**src/rtl/lfu_pkg.sv**
```systemverilog
// Shared types and constants for the LFU cache engine.
package lfu_pkg;

	typedef logic signed [31:0] word_t;
	typedef logic [4:0]         cap_t;

	// Request opcodes
	localparam logic OP_GET = 1'b0;
	localparam logic OP_SET = 1'b1;

	localparam cap_t  CAP_RESET  = 5'd16;
	localparam word_t MISS_VALUE = -32'sd1;
	localparam word_t ZERO_WORD  = 32'sd0;

endpackage

```
**src/rtl/lfu_cache_engine_core.sv**
```systemverilog
// LFU key-value cache with LRU tie-break, one request per cycle while the consumer takes results.
//
// Each request word (opcode, req_key, req_value) is taken into an input register,
// then looked up and applied to the cache state while the result word is loaded into
// the output register; this step waits, and the request stays in the input register,
// while an earlier result still sits in the output register and has not been taken.
// A new request can be accepted every cycle; the sustained rate is one word per cycle
// whenever the consumer takes results. The input register also lets one more request
// be taken while a result waits. Per cycle the lookup compares the key against all
// MAX_ENTRIES stored keys in parallel, and a victim is chosen by a comparator tree
// over (use count, recency rank): lowest count wins, the oldest entry wins among
// equal counts. New keys go to the lowest-numbered free entry until the effective
// capacity (active_capacity, saturated to MAX_ENTRIES) is reached. Capacity zero
// turns every get into a miss and every set into a no-op. Use counts saturate at
// 2^COUNT_WIDTH-1. The capacity register is written through the cfg channel, always
// ready, and must only be written while the engine is idle.
module lfu_cache_engine_core #(
	parameter int MAX_ENTRIES = 16,
	parameter int COUNT_WIDTH = 16
) (
	input  logic                 clk,
	input  logic                 arst_n,
	// configuration
	input  logic                 cfg_valid,
	output logic                 cfg_ready,
	input  lfu_pkg::cap_t        active_capacity,
	// request
	input  logic                 in_valid,
	output logic                 in_ready,
	input  logic                 opcode,
	input  lfu_pkg::word_t       req_key,
	input  lfu_pkg::word_t       req_value,
	// result
	output logic                 out_valid,
	input  logic                 out_ready,
	output logic                 hit,
	output lfu_pkg::word_t       read_value,
	output logic                 evicted,
	output lfu_pkg::word_t       evicted_key
);

	localparam int RW   = (MAX_ENTRIES > 1) ? $clog2(MAX_ENTRIES) : 1; // rank / index
	localparam int FW   = $clog2(MAX_ENTRIES + 1);                      // fill count
	localparam int CMPW = (FW > 5) ? FW : 5;
	localparam int P    = 1 << RW;                                      // tree leaves
	localparam logic [CMPW-1:0] MAX_CAP = CMPW'(MAX_ENTRIES);

	// ---------------- state ----------------
	logic [MAX_ENTRIES-1:0] entry_valid_q;
	lfu_pkg::word_t         entry_key_q   [MAX_ENTRIES];
	lfu_pkg::word_t         entry_value_q [MAX_ENTRIES];
	logic [COUNT_WIDTH-1:0] entry_cnt_q   [MAX_ENTRIES];
	logic [RW-1:0]          entry_rank_q  [MAX_ENTRIES];
	logic [FW-1:0]          fill_q;
	lfu_pkg::cap_t          cap_q;

	// input stage
	logic                   valid_s1;
	logic                   op_s1;
	lfu_pkg::word_t         key_s1;
	lfu_pkg::word_t         value_s1;

	// result stage
	logic                   out_valid_q;
	logic                   hit_q;
	lfu_pkg::word_t         read_value_q;
	logic                   evicted_q;
	lfu_pkg::word_t         evicted_key_q;

	logic adv;
	assign adv       = valid_s1 && (!out_valid_q || out_ready);
	assign in_ready  = !valid_s1 || adv;
	assign cfg_ready = 1'b1;

	// ---------------- capacity ----------------
	logic [CMPW-1:0] cap_eff;
	logic            cap_nz;
	logic            fill_lt_cap;
	always_comb begin
		cap_eff     = (CMPW'(cap_q) > MAX_CAP) ? MAX_CAP : CMPW'(cap_q);
		cap_nz      = (cap_q != '0);
		fill_lt_cap = (CMPW'(fill_q) < cap_eff);
	end

	// ---------------- lookup ----------------
	logic [MAX_ENTRIES-1:0] match;
	logic                   found;
	lfu_pkg::word_t         hit_value;
	logic [RW-1:0]          hit_rank;
	logic [RW-1:0]          free_idx;
	always_comb begin
		hit_value = '0;
		hit_rank  = '0;
		free_idx  = '0;
		for (int i = 0; i < MAX_ENTRIES; i++) begin
			match[i] = entry_valid_q[i] && (entry_key_q[i] == key_s1);
		end
		found = cap_nz && (|match);
		// keys are unique among valid entries, so match is one-hot
		for (int i = 0; i < MAX_ENTRIES; i++) begin
			hit_value = hit_value | (match[i] ? entry_value_q[i] : '0);
			hit_rank  = hit_rank  | (match[i] ? entry_rank_q[i]  : '0);
		end
		for (int i = MAX_ENTRIES - 1; i >= 0; i--) begin
			if (!entry_valid_q[i]) begin
				free_idx = RW'(i);
			end
		end
	end

	// ---------------- victim tree ----------------
	// heap layout: node n has children 2n+1 and 2n+2, leaves at P-1..2P-2
	logic                   nd_vld  [2*P-1];
	logic [COUNT_WIDTH-1:0] nd_cnt  [2*P-1];
	logic [RW-1:0]          nd_rank [2*P-1];
	logic [RW-1:0]          nd_idx  [2*P-1];
	lfu_pkg::word_t         nd_key  [2*P-1];

	for (genvar g = 0; g < P; g++) begin : g_leaf
		if (g < MAX_ENTRIES) begin : g_used
			assign nd_vld [P-1+g] = entry_valid_q[g];
			assign nd_cnt [P-1+g] = entry_cnt_q[g];
			assign nd_rank[P-1+g] = entry_rank_q[g];
			assign nd_key [P-1+g] = entry_key_q[g];
		end else begin : g_pad
			assign nd_vld [P-1+g] = 1'b0;
			assign nd_cnt [P-1+g] = '0;
			assign nd_rank[P-1+g] = '0;
			assign nd_key [P-1+g] = '0;
		end
		assign nd_idx[P-1+g] = RW'(g);
	end

	for (genvar n = 0; n < P - 1; n++) begin : g_node
		logic take_left;
		always_comb begin
			take_left = nd_vld[2*n+1] && (!nd_vld[2*n+2] ||
				(nd_cnt[2*n+1] < nd_cnt[2*n+2]) ||
				((nd_cnt[2*n+1] == nd_cnt[2*n+2]) && (nd_rank[2*n+1] > nd_rank[2*n+2])));
		end
		assign nd_vld [n] = nd_vld[2*n+1] || nd_vld[2*n+2];
		assign nd_cnt [n] = take_left ? nd_cnt [2*n+1] : nd_cnt [2*n+2];
		assign nd_rank[n] = take_left ? nd_rank[2*n+1] : nd_rank[2*n+2];
		assign nd_idx [n] = take_left ? nd_idx [2*n+1] : nd_idx [2*n+2];
		assign nd_key [n] = take_left ? nd_key [2*n+1] : nd_key [2*n+2];
	end

	// ---------------- update control ----------------
	logic                   do_bump;   // hit on get or set
	logic                   do_ins;    // set miss with nonzero capacity
	logic                   do_evict;
	logic [RW-1:0]          ins_idx;
	logic [RW-1:0]          old_rank;
	logic [MAX_ENTRIES-1:0] sel;
	always_comb begin
		do_bump  = adv && found;
		do_ins   = adv && (op_s1 == lfu_pkg::OP_SET) && !found && cap_nz;
		do_evict = do_ins && !fill_lt_cap;
		ins_idx  = fill_lt_cap ? free_idx : nd_idx[0];
		if (found) begin
			old_rank = hit_rank;
		end else if (fill_lt_cap) begin
			old_rank = fill_q[RW-1:0];
		end else begin
			old_rank = nd_rank[0];
		end
		for (int i = 0; i < MAX_ENTRIES; i++) begin
			sel[i] = found ? match[i] : (ins_idx == RW'(i));
		end
	end

	always_ff @(posedge clk or negedge arst_n) begin
		if (!arst_n) begin
			entry_valid_q <= '0;
			fill_q        <= '0;
		end else begin
			if (do_ins) begin
				entry_valid_q <= entry_valid_q | sel;
				if (fill_lt_cap) begin
					fill_q <= fill_q + FW'(1);
				end
			end
		end
	end

	always_ff @(posedge clk) begin
		for (int i = 0; i < MAX_ENTRIES; i++) begin
			if (do_bump || do_ins) begin
				// promote the touched entry, age the ones that were newer
				if (sel[i]) begin
					entry_rank_q[i] <= '0;
				end else if (entry_valid_q[i] && (entry_rank_q[i] < old_rank)) begin
					entry_rank_q[i] <= entry_rank_q[i] + RW'(1);
				end
			end
			if (sel[i]) begin
				if (do_bump) begin
					if (entry_cnt_q[i] != {COUNT_WIDTH{1'b1}}) begin
						entry_cnt_q[i] <= entry_cnt_q[i] + COUNT_WIDTH'(1);
					end
					if (op_s1 == lfu_pkg::OP_SET) begin
						entry_value_q[i] <= value_s1;
					end
				end else if (do_ins) begin
					entry_cnt_q[i]   <= COUNT_WIDTH'(1);
					entry_key_q[i]   <= key_s1;
					entry_value_q[i] <= value_s1;
				end
			end
		end
	end

	// ---------------- capacity register ----------------
	always_ff @(posedge clk or negedge arst_n) begin
		if (!arst_n) begin
			cap_q <= lfu_pkg::CAP_RESET;
		end else if (cfg_valid && cfg_ready) begin
			cap_q <= active_capacity;
		end
	end

	// ---------------- input stage ----------------
	always_ff @(posedge clk or negedge arst_n) begin
		if (!arst_n) begin
			valid_s1 <= 1'b0;
		end else if (in_ready) begin
			valid_s1 <= in_valid;
		end
	end

	always_ff @(posedge clk) begin
		if (in_valid && in_ready) begin
			op_s1    <= opcode;
			key_s1   <= req_key;
			value_s1 <= req_value;
		end
	end

	// ---------------- result stage ----------------
	always_ff @(posedge clk or negedge arst_n) begin
		if (!arst_n) begin
			out_valid_q <= 1'b0;
		end else if (adv) begin
			out_valid_q <= 1'b1;
		end else if (out_ready) begin
			out_valid_q <= 1'b0;
		end
	end

	always_ff @(posedge clk) begin
		if (adv) begin
			hit_q         <= found;
			evicted_q     <= do_evict;
			evicted_key_q <= do_evict ? nd_key[0] : lfu_pkg::ZERO_WORD;
			if (op_s1 == lfu_pkg::OP_SET) begin
				read_value_q <= lfu_pkg::ZERO_WORD;
			end else if (found) begin
				read_value_q <= hit_value;
			end else begin
				read_value_q <= lfu_pkg::MISS_VALUE;
			end
		end
	end

	assign out_valid   = out_valid_q;
	assign hit         = hit_q;
	assign read_value  = read_value_q;
	assign evicted     = evicted_q;
	assign evicted_key = evicted_key_q;

	// ---------------- assertions ----------------
	a_fill_matches_valid: assert property (@(posedge clk) disable iff (!arst_n)
		$countones(entry_valid_q) == int'(fill_q))
		else $error("fill count out of step with valid entries");

	a_evict_is_set_miss: assert property (@(posedge clk) disable iff (!arst_n)
		out_valid && evicted |-> !hit && (read_value == lfu_pkg::ZERO_WORD))
		else $error("eviction reported on a hit or a get");

	a_stall_only_when_full: assert property (@(posedge clk) disable iff (!arst_n)
		!in_ready |-> valid_s1 && out_valid_q && !out_ready)
		else $error("input stalled while a stage was free");

	a_zero_cap_no_fill: assert property (@(posedge clk) disable iff (!arst_n)
		adv && !cap_nz |=> $stable(fill_q) && $stable(entry_valid_q))
		else $error("cache state changed with capacity zero");

endmodule
```
**config.mk**
```make
export PLATFORM = sky130hd
export DESIGN_NAME = lfu_cache_engine_core
export DESIGN_NICKNAME = d
export VERILOG_FILES = /design/src/rtl/lfu_pkg.sv /design/src/rtl/lfu_cache_engine_core.sv
export SDC_FILE = /design/constraint.sdc
export NUM_CORES = 2
export LEC_CHECK = 0
export ABC_AREA = 0
export BUFFER_PORTS_ARGS = -buffer_cell sky130_fd_sc_hd__clkbuf_2
export CAP_MARGIN = 10
export CORE_ASPECT_RATIO = 0.6
export CORE_MARGIN = 4
export CORE_UTILIZATION = 46
export CTS_CLUSTER_SIZE = 25
export DETAILED_ROUTE_END_ITERATION = 16
export RECOVER_POWER = 25
export REMOVE_ABC_BUFFERS = 1
export SETUP_SLACK_MARGIN = 0.1
export SLEW_MARGIN = 15
export SYNTH_ARGS = -nofsm -noshare
export SYNTH_HDL_FRONTEND = slang
export SYNTH_SLANG_ARGS = --single-unit
```
**constraint.sdc**
```tcl
create_clock -name clk -period 13.05 [get_ports clk]
set_input_delay 0.6525 -clock clk [delete_from_list [all_inputs] [get_ports clk]]
set_output_delay 0.6525 -clock clk [all_outputs]
set_load 0.02 [all_outputs]
```
== After elaboration in Yosys (flattened, before gate mapping) ==
Memory sizes are Yosys's and may differ from the RTL's.
Cells that the tools add are included.
W data, S select, Z words.

* Flip-flop bits (word level): 159
* RAM bits: 1344
* Input bits: 75
* Word-level logic and storage cells: 861
* Memories: 4

{| class="wikitable"
|+ Memory list
! name !! words !! width !! rd ports !! clocked after Yosys merged registers in !! wr ports !! RTL line !! RTL
|-
| entry_key_q || 16 || 32 || 16 || 0 || 1 || lfu_cache_engine_core.sv:50 || <nowiki>lfu_pkg::word_t entry_key_q [MAX_ENTRIES];</nowiki>
|-
| entry_value_q || 16 || 32 || 16 || 0 || 16 || lfu_cache_engine_core.sv:51 || <nowiki>lfu_pkg::word_t entry_value_q [MAX_ENTRIES];</nowiki>
|-
| entry_cnt_q || 16 || 16 || 16 || 0 || 16 || lfu_cache_engine_core.sv:52 || <nowiki>logic [COUNT_WIDTH-1:0] entry_cnt_q [MAX_ENTRIES];</nowiki>
|-
| entry_rank_q || 16 || 4 || 16 || 0 || 16 || lfu_cache_engine_core.sv:53 || <nowiki>logic [RW-1:0] entry_rank_q [MAX_ENTRIES];</nowiki>
|}

* Add/subtract/negate cells: 33
* $lt $le $gt $ge: 48
* Equality and inequality tests: 62
* Muxes and demuxes: 467
* Bitwise logic cells: 79
* Reduce and logical (&&, ||, !) cells: 156

{| class="wikitable"
|+ Operators with widths
! cell !! number
|-
| $mux W32 || 63
|-
| $eq A32 B32 Y1 || 16
|-
| $mux W16 || 30
|-
| $or A32 B32 Y32 || 15
|-
| $reduce_or A32 Y1 || 15
|-
| $mux W4 || 88
|-
| $mux W1 || 285
|-
| $add A16 B1 Y16 const B || 16
|-
| $ne A16 B16 Y1 const B || 16
|-
| $eq A16 B16 Y1 || 15
|-
| $lt A16 B16 Y1 || 15
|-
| $logic_and A1 B1 Y1 || 70
|-
| $add A4 B1 Y4 const B || 16
|-
| $lt A4 B4 Y1 || 16
|-
| $gt A4 B4 Y1 || 15
|-
| $or A4 B4 Y4 || 15
|-
| $or A1 B1 Y1 || 48
|-
| $logic_or A1 B1 Y1 || 47
|-
| $eq A4 B4 Y1 const B || 8
|-
| $logic_not A1 Y1 || 19
|-
| $eq A4 B3 Y1 const B || 4
|-
| $or A16 B16 Y16 || 1
|-
| $reduce_or A16 Y1 || 1
|-
| $eq A4 B2 Y1 const B || 2
|-
| 9 further kinds || 9
|}

== Longest topological paths before layout ==
An unclocked memory read counts as a cell.

* Depth after elaboration: 42
* Depth in mapped cells: 57

== Worst setup path before layout ==
OpenSTA, ideal clock, no wires.

* Path kind: register to register
* Start point: mem entry_cnt_q[12][14], in the netlist entry_cnt_q[1][78]
* End point: mem entry_rank_q[0][4] (netlist bit) (enable)
* Setup time: 0.350 ns
* Arrival time: 12.492 ns
* Required time: 12.700 ns
* Setup slack: 0.208 ns
* Stages on the path, launching flop included: 53
* Buffers on the path: 10
* Clock period less this slack: 12.842 ns
* Cells stage by stage: edfxtp_1 ha_1 a21oi_1 a21boi_0 a2111o_1 a211o_1 nand2_2 buf_1 clkbuf_1 mux2i_1 inv_1 ha_1 a21o_1 a21o_1 a21o_1 a21o_1 a21oi_1 o21ai_0 (+17 left out) a21oi_1 ha_1 nor2b_1 o21ai_0 nand2b_1 a21oi_1 o211ai_1 a31oi_1 o21ai_0 clkbuf_1 clkbuf_1 o21a_1 o21ai_0 ha_1 and3_1 a22o_1 a2111o_1 o221ai_1

{| class="wikitable"
|+ RTL lines
! what !! RTL line
|-
| start: declaration || lfu_cache_engine_core.sv:52
|-
| end: declaration || lfu_cache_engine_core.sv:53
|}

==> results.json <==
{
  "outcome": "finished, violations left",
  "violations": "max-capacitance violations, max-slew violations",
  "worstSkewPairLatency_ps": 840,
  "slew_violations": 883,
  "min_path_type": "input port to register",
  "syn_inst": 6687,
  "yosysSeqAreaShare_pct": 55.90,
  "leakage_nw": 32.31,
  "worst-path-max-fanout": 46,
  "cp-startpoint": "entry_cnt_q[0][21]",
  "tns_ps": 0,
  "place_hpwl_um": 201100,
  "slowest_delay_ps": 730,
  "p_per_area_nw_per_um2": 246.4,
  "syn_area_per_cell_um2": 11.99,
  "cts_buffer_depth": 4,
  "post_dp_cell_area_um2": 85120,
  "wire_per_inst_um": 30.81,
  "initial_utilization_pct": 46.39,
  "worst-slew-pin-transition_ps": 3207,
  "synthDistinctLibCells": 101,
  "fillers": 14910,
  "synth-async-reset-ratio_pct": 1.863,
  "cts-buffers-inserted": 154,
  "grt_pass1_wl_um": 410500,
  "pin_count": 144,
  "most-common-layout-cells": "edfxtp_1 (1,459), nor2_1 (457), xor2_1 (392)",
  "hold_viol_final": 0,
  "clock_sinks": 1503,
  "die_h_um": 331.4,
  "worstRegToRegCells": 42,
  "required_ps": 13460,
  "whs_path_depth": 1,
  "end_kind": "register",
  "grt_pass1_vias": 55690,
  "setup_viol": 0,
  "place_congestion": 1.007,
  "grt_usage_pct": 30.98,
  "r2r_start": "entry_cnt_q[0][21]",
  "final_cells": 9420,
  "syn_area_um2": 80210,
  "die_w_um": 547.1,
  "slew_headroom_pct": -113.8,
  "grt_max_degree": 67,
  "period_minus_slack_ps": 12380,
  "via_per_inst": 6.350,
  "cts_tree": "yes",
  "synth-seq-cells": 1503,
  "cts_root_buf": "clkbuf_16",
  "clock_skew_ps": 86.20,
  "drt_wl_total_um": 290200,
  "ir_worst_vdd_uv": 502.9,
  "min_period_over_period_pct": 94.84,
  "dpl.cell_count": 9083,
  "path_class": "register to register",
  "synth_edf_count": 1459,
  "final_cell_area_um2": 90600,
  "power.total_mw": 22.32,
  "vias": 59820,
  "cp_common_cell": "ha_1",
  "startpoint_type": "register",
  "area_growth_pct": 12.96,
  "core-area_um2": 172900,
  "numPortBuffers": 142,
  "arrival_ps": 12790,
  "maxCapViolCount": 27,
  "first_pass_iters": 7,
  "htreeDepth": 4,
  "drive_gt1_share_pct": 10.88,
  "die-area_um2": 181300,
  "grt_setup_unrepaired": "no",
  "final_nets": 7424,
  "antenna_found_initial": 15,
  "antenna_left": 0,
  "ys.flop_type": "edfxtp_1",
  "rows": 118,
  "clk_pin_slew_ps": 60,
  "final_core_util_pct": 52.40,
  "max_freq_mhz": 80.80,
  "hp-start": "req_key[1]",
  "grt_overflow": 0,
  "drc_errors": 0,
  "synth_warnings": 0,
  "drt_iter0_drc": 9296,
  "mostFrequentLayoutCell": "edfxtp_1",
  "slowest_stage": "nand3_2"
}
## synthesized netlist by cell type (106+ instances only)
| library cell | count | area, um2 |
|---|---|---|
| a211oi_1 | 174 | 1306 |
| a21oi_1 | 333 | 1667 |
| a22oi_1 | 140 | 1051 |
| and3_1 | 106 | 663.1 |
| clkbuf_1 | 188 | 705.7 |
| edfxtp_1 | 1459 | 43810 |
| ha_1 | 381 | 4767 |
| inv_1 | 270 | 1013 |
| mux2i_1 | 259 | 2592 |
| nand2_1 | 323 | 1212 |
| nand3_1 | 242 | 1211 |
| nand4_1 | 161 | 1007 |
| nor2_1 | 475 | 1783 |
| nor3_1 | 106 | 530.5 |
| nor4_1 | 158 | 988.5 |
| o21ai_0 | 158 | 790.8 |
| xnor2_1 | 373 | 3267 |
| xor2_1 | 392 | 3433 |
## per-stage QoR
step           setup WS, ps  hold slack, ps
2_1_floorplan        -10560           356.9
3_3_place_gp          872.8           460.6
3_5_place_dp          743.7           473.0
4_1_cts               667.5           2.676
5_1_grt               110.1           20.54
6_report              673.3           46.04
## critical path, delay by kind of cell, from the launching register on
kind,cells,cell delay [ps]
compound gates,21,6000
simple gates,12,2600
fa+ha+maj,4,1360
buf+inv,4,1240
flops,1,390
mux,1,270
## power breakdown
part | internal (mW) | leakage [nW] | switching [mW]
registers | 6.07 | 13.7 | 0.525
logic | 3.44 | 16.3 | 7.84
clock network | 2.52 | 2.38 | 1.94
total | 12.0 | 32.3 | 10.3
## what timing repair did
item	4_1_cts	5_1_grt
setup buffers	0	5
endpoints found under the setup margin	0	143
resized for setup	0	3
hold buffers	63	0
hold endpoints to repair	72	0
## cell families (layout without fill, tap and decap cells)
| kind of cell | after synthesis | in the layout | share of synthesized area (%) |
|---|---|---|---|
| AOI/OAI and AO/OA | 1260 | 1261 | 10.63 |
| xor gates and xnor gates | 765 | 765 | 8.354 |
| adders and majority gates | 382 | 382 | 5.956 |
| buffers and inverters | 582 | 971 | 2.933 |
| DFF | 1503 | 1503 | 55.90 |
| muxes | 356 | 356 | 4.599 |
| other | 1 | 4 | 0.004675 |
| and+or+nand+nor | 1838 | 1838 | 11.62 |
## per-layer routing
metal	track usage, %	wire length (um)
met1	50.73	133500
met2	38.74	107400
met3	10.01	42800
met4	6.331	6449
met5	0	54
## final timing paths
| path | slack [ps] | endpoint |
|---|---|---|
| setup / recovery | 670 | entry_key_q[1][111] |
| min in group asynchronous | 1520 | out_valid |
| max in group asynchronous | 9670 | fill_q[0] |
| hold reg to reg | 490 | out_valid |
| setup reg to reg | 670 | entry_key_q[1][111] |
| hold / removal | 50 | key_s1[1] |
## sequential cells by signal, indices dropped and copies added, names as in the netlist, 5 cells and up
name	count
entry_key_q	512
entry_value_q	512
entry_cnt_q	256
entry_rank_q	64
evicted_key	32
key_s1	32
read_value	32
value_s1	32
entry_valid_q	16
cap_q	5
fill_q	5
## layout make-up
cell class              instances  area [um2]  area share [%]
clock inverters                78       830.8          0.9170
repair buffers                436        3348           3.696
well taps                    2340        2928           3.232
flip-flops and latches       1503       44830           49.49
clock buffers                 187        4060           4.481
inverters                     270        1013           1.119
multi-input cells            4603       33580           37.06
diodes                          3       7.507        0.008286
Note: power is estimated with default switching activity, not from simulation.
